$ cat src/rtl/cfe_pkg.sv
// ----------------------------------------------------------------------------
// cfe_pkg
// Shared types and constants of the continued fraction evaluator: the
// command and status bundles between controller and datapath, and the
// fixed widths of the result fields.
// ----------------------------------------------------------------------------
package cfe_pkg;

  // Result field widths
  localparam int OUT_W  = 48;  // numerator, denominator and value fields
  localparam int FRAC_W = 32;  // fraction bits of the Q16.32 value
  localparam int WIDE_W = 64;  // width of the zero-extended numerator and denominator
  localparam int USER_W = 2;   // div_by_zero, overflow

  // Controller to datapath
  typedef struct packed {
    logic accept;      // take the input item, run the low half of p
    logic mac_hi;      // high half of a multiply-add, write the result
    logic sel_den;     // work on the denominator pair
    logic div_start;   // load the divider with the final p and q
    logic div_step;    // one restoring division step
    logic out_load;    // move the result into the output register
    logic seed;        // return the convergents to their seed values
  } cfe_cmd_t;

  // Datapath to controller
  typedef struct packed {
    logic last;        // the term in hand closes the fraction
    logic q_zero;      // final denominator is zero
    logic out_free;    // output register can take a result this cycle
  } cfe_status_t;

endpackage

$ cat src/rtl/cfe_controller.sv
// ----------------------------------------------------------------------------
// cfe_controller
// Sequencer of the evaluator: four multiply-add half steps per term, then
// for the final term one divider load, one step a cycle unless the denominator
// is zero, and the hand-over of the result to the output register.
// ----------------------------------------------------------------------------
module cfe_controller import cfe_pkg::*; #(
  parameter int CONV_WIDTH = 48
) (
  input  logic        clk,
  input  logic        rst,
  input  logic        s_tvalid,
  output logic        s_tready,
  input  cfe_status_t status,
  output cfe_cmd_t    cmd
);

  localparam int DIV_STEPS = CONV_WIDTH + FRAC_W;
  localparam int CNT_W     = $clog2(DIV_STEPS);

  typedef enum logic [2:0] {
    IDLE,
    P_HI,
    Q_LO,
    Q_HI,
    DIV_LOAD,
    DIV_RUN,
    EMIT
  } state_t;

  state_t             state;
  state_t             state_next;
  logic [CNT_W-1:0]   count;

  // Decode commands from the current state
  always_comb begin
    cmd        = '0;
    s_tready   = 1'b0;
    state_next = state;
    unique case (state)
      IDLE: begin
        s_tready = 1'b1;
        if (s_tvalid) begin
          cmd.accept = 1'b1;
          state_next = P_HI;
        end
      end
      P_HI: begin
        cmd.mac_hi = 1'b1;
        state_next = Q_LO;
      end
      Q_LO: begin
        cmd.sel_den = 1'b1;
        state_next  = Q_HI;
      end
      Q_HI: begin
        cmd.sel_den = 1'b1;
        cmd.mac_hi  = 1'b1;
        state_next  = status.last ? DIV_LOAD : IDLE;
      end
      DIV_LOAD: begin
        cmd.div_start = 1'b1;
        state_next    = status.q_zero ? EMIT : DIV_RUN;
      end
      DIV_RUN: begin
        cmd.div_step = 1'b1;
        if (count == CNT_W'(DIV_STEPS - 1)) begin
          state_next = EMIT;
        end
      end
      EMIT: begin
        if (status.out_free) begin
          cmd.out_load = 1'b1;
          cmd.seed     = 1'b1;
          state_next   = IDLE;
        end
      end
      default: begin
        state_next = IDLE;
      end
    endcase
  end

  // Hold state and the division step count
  always_ff @(posedge clk) begin
    if (rst) begin
      state <= IDLE;
      count <= '0;
    end else begin
      state <= state_next;
      if (state == DIV_RUN) begin
        count <= count + CNT_W'(1);
      end else begin
        count <= '0;
      end
    end
  end

endmodule

$ cat src/rtl/cfe_datapath.sv
// ----------------------------------------------------------------------------
// cfe_datapath
// Convergent registers, one shared saturating multiply-add that works on a
// half of the convergent per cycle, a bit-serial restoring divider for the
// Q16.32 value, and the output register.
// ----------------------------------------------------------------------------
module cfe_datapath import cfe_pkg::*; #(
  parameter int TERM_WIDTH = 8,
  parameter int CONV_WIDTH = 48
) (
  input  logic                     clk,
  input  logic                     rst,
  input  cfe_cmd_t                 cmd,
  output cfe_status_t              status,
  input  logic [TERM_WIDTH-1:0]    s_term,
  input  logic                     s_last,
  output logic                     m_tvalid,
  input  logic                     m_tready,
  output logic [3*OUT_W-1:0]       m_tdata,
  output logic [USER_W-1:0]        m_tuser
);

  localparam int HALF_W = (CONV_WIDTH + 1) / 2;
  localparam int PROD_W = TERM_WIDTH + HALF_W;
  localparam int ACC_W  = CONV_WIDTH + TERM_WIDTH + 1;
  localparam int DVD_W  = CONV_WIDTH + FRAC_W;
  localparam logic [CONV_WIDTH-1:0] CONV_MAX = '1;

  // Convergent state
  logic [CONV_WIDTH-1:0] num_cur;
  logic [CONV_WIDTH-1:0] num_prev;
  logic [CONV_WIDTH-1:0] den_cur;
  logic [CONV_WIDTH-1:0] den_prev;
  logic                  ovf_seen;

  // Working registers
  logic [TERM_WIDTH-1:0] term_q;
  logic                  last_q;
  logic [ACC_W-1:0]      acc;
  logic [CONV_WIDTH-1:0] p_tmp;
  logic [DVD_W-1:0]      dvd;
  logic [CONV_WIDTH-1:0] rem;
  logic [OUT_W-1:0]      quo;
  logic                  sticky;

  // Multiply-add signals
  logic [TERM_WIDTH-1:0] a_op;
  logic [CONV_WIDTH-1:0] x_op;
  logic [CONV_WIDTH-1:0] y_op;
  logic [HALF_W-1:0]     x_half;
  logic [PROD_W-1:0]     prod;
  logic [ACC_W-1:0]      sum_hi;
  logic                  mac_ovf;
  logic [CONV_WIDTH-1:0] mac_res;

  // Divider signals
  logic [CONV_WIDTH:0]   rem_sh;
  logic [CONV_WIDTH:0]   rem_sub;
  logic                  q_bit;

  // Output formatting
  logic [WIDE_W-1:0]     num_wide;
  logic [WIDE_W-1:0]     den_wide;
  logic                  den_zero;
  logic [OUT_W-1:0]      value;

  // Select operands: term from the port on the accept cycle
  assign a_op   = cmd.accept ? s_term : term_q;
  assign x_op   = cmd.sel_den ? den_cur : num_cur;
  assign y_op   = cmd.sel_den ? den_prev : num_prev;
  assign x_half = cmd.mac_hi ? HALF_W'(x_op >> HALF_W) : x_op[HALF_W-1:0];

  // Multiply one half, then add the high half onto the partial sum
  assign prod    = PROD_W'(a_op) * PROD_W'(x_half);
  assign sum_hi  = acc + (ACC_W'(prod) << HALF_W);
  assign mac_ovf = |sum_hi[ACC_W-1:CONV_WIDTH];
  assign mac_res = mac_ovf ? CONV_MAX : sum_hi[CONV_WIDTH-1:0];

  // Restoring division step
  assign rem_sh  = {rem, dvd[DVD_W-1]};
  assign q_bit   = rem_sh >= {1'b0, den_cur};
  assign rem_sub = rem_sh - {1'b0, den_cur};

  // Format the result fields
  assign num_wide = WIDE_W'(num_cur);
  assign den_wide = WIDE_W'(den_cur);
  assign den_zero = (den_cur == '0);
  assign value    = (den_zero || sticky) ? '1 : quo;

  assign status.last     = last_q;
  assign status.q_zero   = den_zero;
  assign status.out_free = !m_tvalid || m_tready;

  // Convergents, overflow mark and output valid
  always_ff @(posedge clk) begin
    if (rst) begin
      num_cur  <= CONV_WIDTH'(1);
      num_prev <= '0;
      den_cur  <= '0;
      den_prev <= CONV_WIDTH'(1);
      ovf_seen <= 1'b0;
      m_tvalid <= 1'b0;
    end else begin
      if (cmd.mac_hi) begin
        ovf_seen <= ovf_seen | mac_ovf;
        if (cmd.sel_den) begin
          num_prev <= num_cur;
          num_cur  <= p_tmp;
          den_prev <= den_cur;
          den_cur  <= mac_res;
        end
      end
      if (cmd.seed) begin
        num_cur  <= CONV_WIDTH'(1);
        num_prev <= '0;
        den_cur  <= '0;
        den_prev <= CONV_WIDTH'(1);
        ovf_seen <= 1'b0;
      end
      if (cmd.out_load) begin
        m_tvalid <= 1'b1;
      end else if (m_tready) begin
        m_tvalid <= 1'b0;
      end
    end
  end

  // Working and payload registers
  always_ff @(posedge clk) begin
    if (cmd.accept) begin
      term_q <= s_term;
      last_q <= s_last;
    end
    if (cmd.accept || (cmd.sel_den && !cmd.mac_hi)) begin
      acc <= ACC_W'(prod) + ACC_W'(y_op);
    end
    if (cmd.mac_hi && !cmd.sel_den) begin
      p_tmp <= mac_res;
    end
    if (cmd.div_start) begin
      dvd    <= {num_cur, FRAC_W'(0)};
      rem    <= '0;
      quo    <= '0;
      sticky <= 1'b0;
    end else if (cmd.div_step) begin
      dvd    <= dvd << 1;
      rem    <= q_bit ? rem_sub[CONV_WIDTH-1:0] : rem_sh[CONV_WIDTH-1:0];
      quo    <= {quo[OUT_W-2:0], q_bit};
      sticky <= sticky | quo[OUT_W-1];
    end
    if (cmd.out_load) begin
      m_tdata <= {value, den_wide[OUT_W-1:0], num_wide[OUT_W-1:0]};
      m_tuser <= {ovf_seen, den_zero};
    end
  end

endmodule

$ cat src/rtl/continued_fraction_evaluator.sv
// ----------------------------------------------------------------------------
// continued_fraction_evaluator
// Evaluates a simple continued fraction from its partial quotients and
// returns the final convergent p/q and its value as unsigned Q16.32.
//
//  channel | ports                       | payload
//  --------+-----------------------------+---------------------------------
//  in      | s_tvalid s_tready s_tdata   | term in s_tdata, is_last on
//          | s_tlast                     | s_tlast
//  out     | m_tvalid m_tready m_tdata   | numerator, denominator, value in
//          | m_tuser                     | m_tdata; flags in m_tuser
//
// For each term the shared multiplier works on half a convergent per cycle,
// two halves for p and two for q.
// The final term then loads and runs the bit-serial divider; a zero denominator
// skips the divider.
// The output register holds a result while the next fraction's terms are
// taken; a final term waits only if that register is still full.
// Reset is synchronous and returns the convergents to their seed values.
// ----------------------------------------------------------------------------
module continued_fraction_evaluator import cfe_pkg::*; #(
  parameter int TERM_WIDTH = 8,
  parameter int CONV_WIDTH = 48
) (
  input  logic                              clk,
  input  logic                              rst,
  input  logic                              s_tvalid,
  output logic                              s_tready,
  input  logic [((TERM_WIDTH+7)/8)*8-1:0]   s_tdata,   // term
  input  logic                              s_tlast,   // is_last
  output logic                              m_tvalid,
  input  logic                              m_tready,
  output logic [3*OUT_W-1:0]                m_tdata,   // numerator, denominator, value
  output logic [USER_W-1:0]                 m_tuser    // div_by_zero, overflow
);

  cfe_cmd_t    cmd;
  cfe_status_t status;

  // Sequence the terms and the division
  cfe_controller #(
    .CONV_WIDTH (CONV_WIDTH)
  ) u_ctrl (
    .clk      (clk),
    .rst      (rst),
    .s_tvalid (s_tvalid),
    .s_tready (s_tready),
    .status   (status),
    .cmd      (cmd)
  );

  // Convergents, divider and output register
  cfe_datapath #(
    .TERM_WIDTH (TERM_WIDTH),
    .CONV_WIDTH (CONV_WIDTH)
  ) u_dp (
    .clk      (clk),
    .rst      (rst),
    .cmd      (cmd),
    .status   (status),
    .s_term   (s_tdata[TERM_WIDTH-1:0]),
    .s_last   (s_tlast),
    .m_tvalid (m_tvalid),
    .m_tready (m_tready),
    .m_tdata  (m_tdata),
    .m_tuser  (m_tuser)
  );

endmodule

$ cat config.mk
export PLATFORM = sky130hd
export DESIGN_NAME = continued_fraction_evaluator
export DESIGN_NICKNAME = d
export VERILOG_FILES = /design/src/rtl/cfe_pkg.sv /design/src/rtl/cfe_controller.sv /design/src/rtl/cfe_datapath.sv /design/src/rtl/continued_fraction_evaluator.sv
export SDC_FILE = /design/constraint.sdc
export NUM_CORES = 2
export LEC_CHECK = 0
export ABC_AREA = 1
export BUFFER_PORTS_ARGS = -buffer_cell sky130_fd_sc_hd__buf_4
export CAP_MARGIN = 40
export CORE_ASPECT_RATIO = 0.7
export CORE_MARGIN = 1.5
export CORE_UTILIZATION = 55
export DETAILED_ROUTE_END_ITERATION = 6
export GPL_TIMING_DRIVEN = 0
export PLACE_DENSITY = 0.76
export SKIP_LAST_GASP = 1
export SYNTH_ARGS = -nofsm -noshare
export SYNTH_HDL_FRONTEND = slang
export SYNTH_HIERARCHICAL = 1
export SYNTH_SLANG_ARGS = --single-unit
$ cat constraint.sdc
create_clock -name clk -period 16.8 [get_ports clk]
set_input_delay 4.2 -clock clk [delete_from_list [all_inputs] [get_ports clk]]
set_output_delay 4.2 -clock clk [all_outputs]
set_load 0.01 [all_outputs]
# Word-level counts from Yosys, hierarchy flattened
# Cells that the tools add are included.
totals:
  wordCells: 82
  ramBits: 0
  mem_count: 0
  romBits: 0
  out_inout_bits: 148
  latchBits: 0
  input_bits: 13
  register_bits: 609
op_classes:
  add_sub_neg: 4
  n_reduce_logical: 19
  n_bitwise: 3
  multipliers: 1
  div_mod_pow: 0
  order_cmp: 1
  n_shift: 0
  n_eq_ne: 10
  mux: 25
op_table:
  columns: ["operator", "count"]
  rows:
  - ["$mux W48", 4]
  - ["$mux W80", 2]
  - ["$add A57 B56 Y57", 1]
  - ["$add A32 B48 Y49", 1]
  - ["$ge A49 B48 Y1", 1]
  - ["$logic_not A48 Y1", 1]
  - ["$sub A48 B48 Y48", 1]
  - ["$mul A8 B24 Y32", 1]
  - ["$mux W24", 1]
  - ["$pmux W3 S7", 1]
  - ["$mux W3", 4]
  - ["$eq A3 B3 Y1 const B", 3]
  - ["$mux W1", 9]
  - ["$reduce_or A9 Y1", 1]
  - ["$mux W8", 1]
  - ["$reduce_or A2 Y1", 4]
  - ["$add A7 B1 Y7 const B", 1]
  - ["$eq A7 B7 Y1 const B", 1]
  - ["$eq A3 B2 Y1 const B", 2]
  - ["$mux W2", 3]
  - ["$ne A2 B2 Y1 const B", 2]
  - ["$reduce_bool A2 Y1", 2]
  - ["$eq A3 B1 Y1 const B", 1]
  - ["$logic_not A1 Y1", 3]
  - ["other kinds (8)", 12]

# Logic depth before layout (Yosys ltp)
depth:
  depth_word: 9
  mapped_depth: 49
  ltp_nobuf: 43

# Cells and area by module
# Netlist, hierarchy kept.
by_module_without_submodules:
  columns: ["mod", "cells_per_inst", "instances", "seq_area_each_um2", "area_each_um2"]
  rows:
  - ["cfe_datapath", 4299, 1, 14754.2, 34977.3]
  - ["cfe_controller", 81, 1, 200.2, 535.5]

# Worst setup path before layout
# OpenSTA, ideal clock, no wires.
synth_timing:
  path_type: "input port to flip-flop"
  start: "input s_tvalid"
  end: "register u_dp.p_tmp[30], data pin"
  setup_ps: 276
  required_time_ps: 16524
  path_slack_ps: 5604
  path_stages: 39
  arrival_ps: 10920
  n_path_buf: 3
  path_cell_list: "inv_1 nor3_1 clkbuf_1 inv_1 or2_2 o21ai_1 clkbuf_1 nor2_1 fa_1 inv_1 fa_1 inv_1 fa_1 inv_1 fa_1 inv_1 ha_1 nand2_1 [3 not listed] a31o_2 a31oi_1 xnor2_1 ha_1 nand2_1 nor2_1 nand2_1 nor4_1 nand2_1 inv_1 nor2_2 nor2_4 nand2_1 nand2_1 nand2_1 nor2_4 buf_2 nand4_2"
synth_rtl:
  columns: ["item", "line", "rtl"]
  rows:
  - ["start, declared", "continued_fraction_evaluator.sv:27", "input logic s_tvalid,"]
  - ["end signal, assigned", "cfe_datapath.sv:138", "p_tmp <= mac_res;"]
  - ["end, declared", "cfe_datapath.sv:40", "logic [CONV_WIDTH-1:0] p_tmp;"]

==> flow_summary.yaml <==
die:
  die_y_um: 216
  dieArea_um2: 66100
  core_area_um2: 63500
  die_w_um: 307
  boundaryPins: 161
  initial_utilization: 0.559
  std_cell_rows: 77
global_routing:
  grt_pass1_wl_mm: 179
  globalRouteOverflowTotal: 0
  grt_use_total: 0.362
  first_global_vias: 29100
  antenna_found_initial: 4
  grt_max_degree: 100
cts:
  post_cts_buffers: 0
  cts.clk_slew.worst_paths_ns: 0.07
  cts_tree: "built"
  cts_max_level: 2
  post_cts_resized: 0
  cts.sinks: 601
  clock_path_buffers: 3
  cts_root_buffer: "clkbuf_16"
  ctsHoldBuffers: 0
  numCtsBuffers: 55
  clk_latency_ns: 0.64
synthesis:
  synth_cells: 4380
  synth_seq_cells: 601
  yosys-top-cells-count: "nand2_1 (906), nor2_1 (651), inv_1 (600)"
  synth_fp_nets: 4687
  synth.most_common_cell: "nand2_1"
  synth_flop_cell: "dfxtp_1"
  ys_async_sr_fraction: 0
  yosysSeqAreaShare: 0.421
  netlist.area_leader.share: 0.247
  synth_area_leaders: "edfxtp_1 (25%), dfxtp_1 (17%), nand2_1 (9.6%)"
  synth_area_um2: 35500
  yosysWarnings: 6
  ys_types: 53
  syn-mean-instance-area_um2: 8.11
  synth_edf_count: 292
  yosys.area.top_type: "edfxtp_1"
timing:
  final.setup.tns_ns: 0
  hold_violations: 0
  tightest_slew_ns: 0.990
  fmax_mhz: 73.0
  rsz0062_at_grt: "false"
  holdWs_ns: 0.439
  max_slew_margin: 0.338
  slew_viol_final: 0
  final.setup_skew_ns: 0.0242
  min_period_ns: 13.70
  fin_crit_sh: 0.815
  setup_ws_ns: 3.10
  setup_viol: 0
final_layout:
  drive_gt1_frac: 0.0828
  syn_to_final_growth_pct: 12.5
  fin_area_um2: 39900
  fillCellCount: 5543
  multiInputGateArea_um2: 17600
  nets: 4925
  regArea_um2: 15000
critical_path:
  crit_path_max_incr_delay_ns: 0.77
  cp_max_fo: 10
  crit_path_start_kind: "input pin"
  criticalPathCategory: "in -> reg"
  crit_path_end_kind: "register"
  worstPathArrival_ns: 14.22
  worst_ep_required_time_ns: 17.32
  cp_top_family: "simple AND/OR/NAND/NOR gates"
  slowest_stage: "xnor2_1"
  path_buf_inv: 10
routing:
  vias: 32000
  post-route-drc-count: 0
  postRouteAntennaNets: 0
  drtPass1Iterations: 7
  wirelength_mm: 120
  drtIter0Drc: 4418
  vias_per_cell: 5.83
  post_drt_wl_per_cell_um: 21.9
placed_design:
  gp_congestion: 1.06
  placed_area_um2: 38000
  place_ws_ns: 2.78
  hpwl_mm: 95.5
  io_buffers: 160
flow_run:
  maxCapViolCount: 0
min_path:
  min_path_type: "reg -> reg"
outcome:
  status: "finished, final reports clean"
==> worst reg2reg max path, delay by kind of cell (launching register included) <==
kind,cells,cell delay (ns)
and+or+nand+nor,17,2.60
AOI/OAI and AO/OA,5,1.76
adders and majority gates,6,2.86
DFF,1,0.42
xor gates and xnor gates,1,0.77
buffers and inverters,10,2.36
==> final timing paths <==
path                   startpoint               end  slack, ns  depth (start not counted)
hold / removal      u_dp/ovf_seen   u_dp/m_tuser[1]       0.44                          0
hold reg to reg     u_dp/ovf_seen   u_dp/m_tuser[1]       0.44                          0
setup / recovery         s_tvalid  u_dp/den_cur[32]       3.10                         39
setup reg to reg  u_ctrl/state[1]  u_dp/den_cur[32]       5.94                         39
==> stage by stage <==
step,utilization,std cells
4_1_cts,0.629,5493
6_report,0.629,5497
3_3_place_gp,0.595,5369
2_1_floorplan,-,4380
3_5_place_dp,0.598,5390
5_1_grt,0.629,5494
==> routing by layer <==
metal  global-route usage  share of wire  up-vias
li1                     -              -    14700
met1                0.549           0.43    15200
met2                0.468           0.37     1957
met3                0.144           0.16      221
met4                0.100          0.031        4
met5              0.00872        0.00053        -
==> layout by cell type (no fill, tap or decap), types with 135 or more instances in the layout <==
cell / instances
inv_1: 600
a21oi_1: 251
fa_1: 135
buf_4: 172
nor2_1: 651
edfxtp_1: 292
o21ai_0: 337
dfxtp_1: 309
nand2_1: 906
ha_1: 159
==> cells by family (layout without fill, tap and decap cells) <==
group / Yosys count / count (layout) / synth area share
adders and majority gates: 294 / 294 / 0.132
AOI/OAI and AO/OA: 757 / 757 / 0.116
other: 0 / 4 / 0
buffers and inverters: 774 / 1058 / 0.0842
xor gates and xnor gates: 133 / 133 / 0.0328
muxes: 14 / 14 / 0.00395
and+or+nand+nor: 1807 / 1807 / 0.210
DFF: 601 / 601 / 0.421
==> area by class of cell <==
type	instances	area share
Clock buffer	64	0.0372
Sequential cell	601	0.374
Inverter	616	0.0579
Tap cell	829	0.0260
Buffer	158	0.0172
Timing Repair Buffer	181	0.0353
Clock inverter	39	0.0116
Multi-Input combinational cell	3005	0.440
Antenna cell	4	0.000251
==> sequential cells by signal (all words and copies together) (netlist names) <==
name,cells
u_dp/quo,48
u_dp/den_prev,48
u_dp/term_q,8
u_dp/ovf_seen,1
u_ctrl/state,3
u_dp/m_tdata,144
u_dp/num_cur,48
u_dp/rem,48
u_dp/acc,49
u_dp/m_tvalid,1
u_dp/num_prev,48
u_dp/m_tuser,2
u_dp/last_q,1
u_ctrl/count,7
u_dp/sticky,1
u_dp/den_cur,48
u_dp/p_tmp,48
u_dp/dvd,48
Power is left out: the tool's default activity adds up to more than one toggle a clock period on the data nets, which glitch-free logic cannot reach.
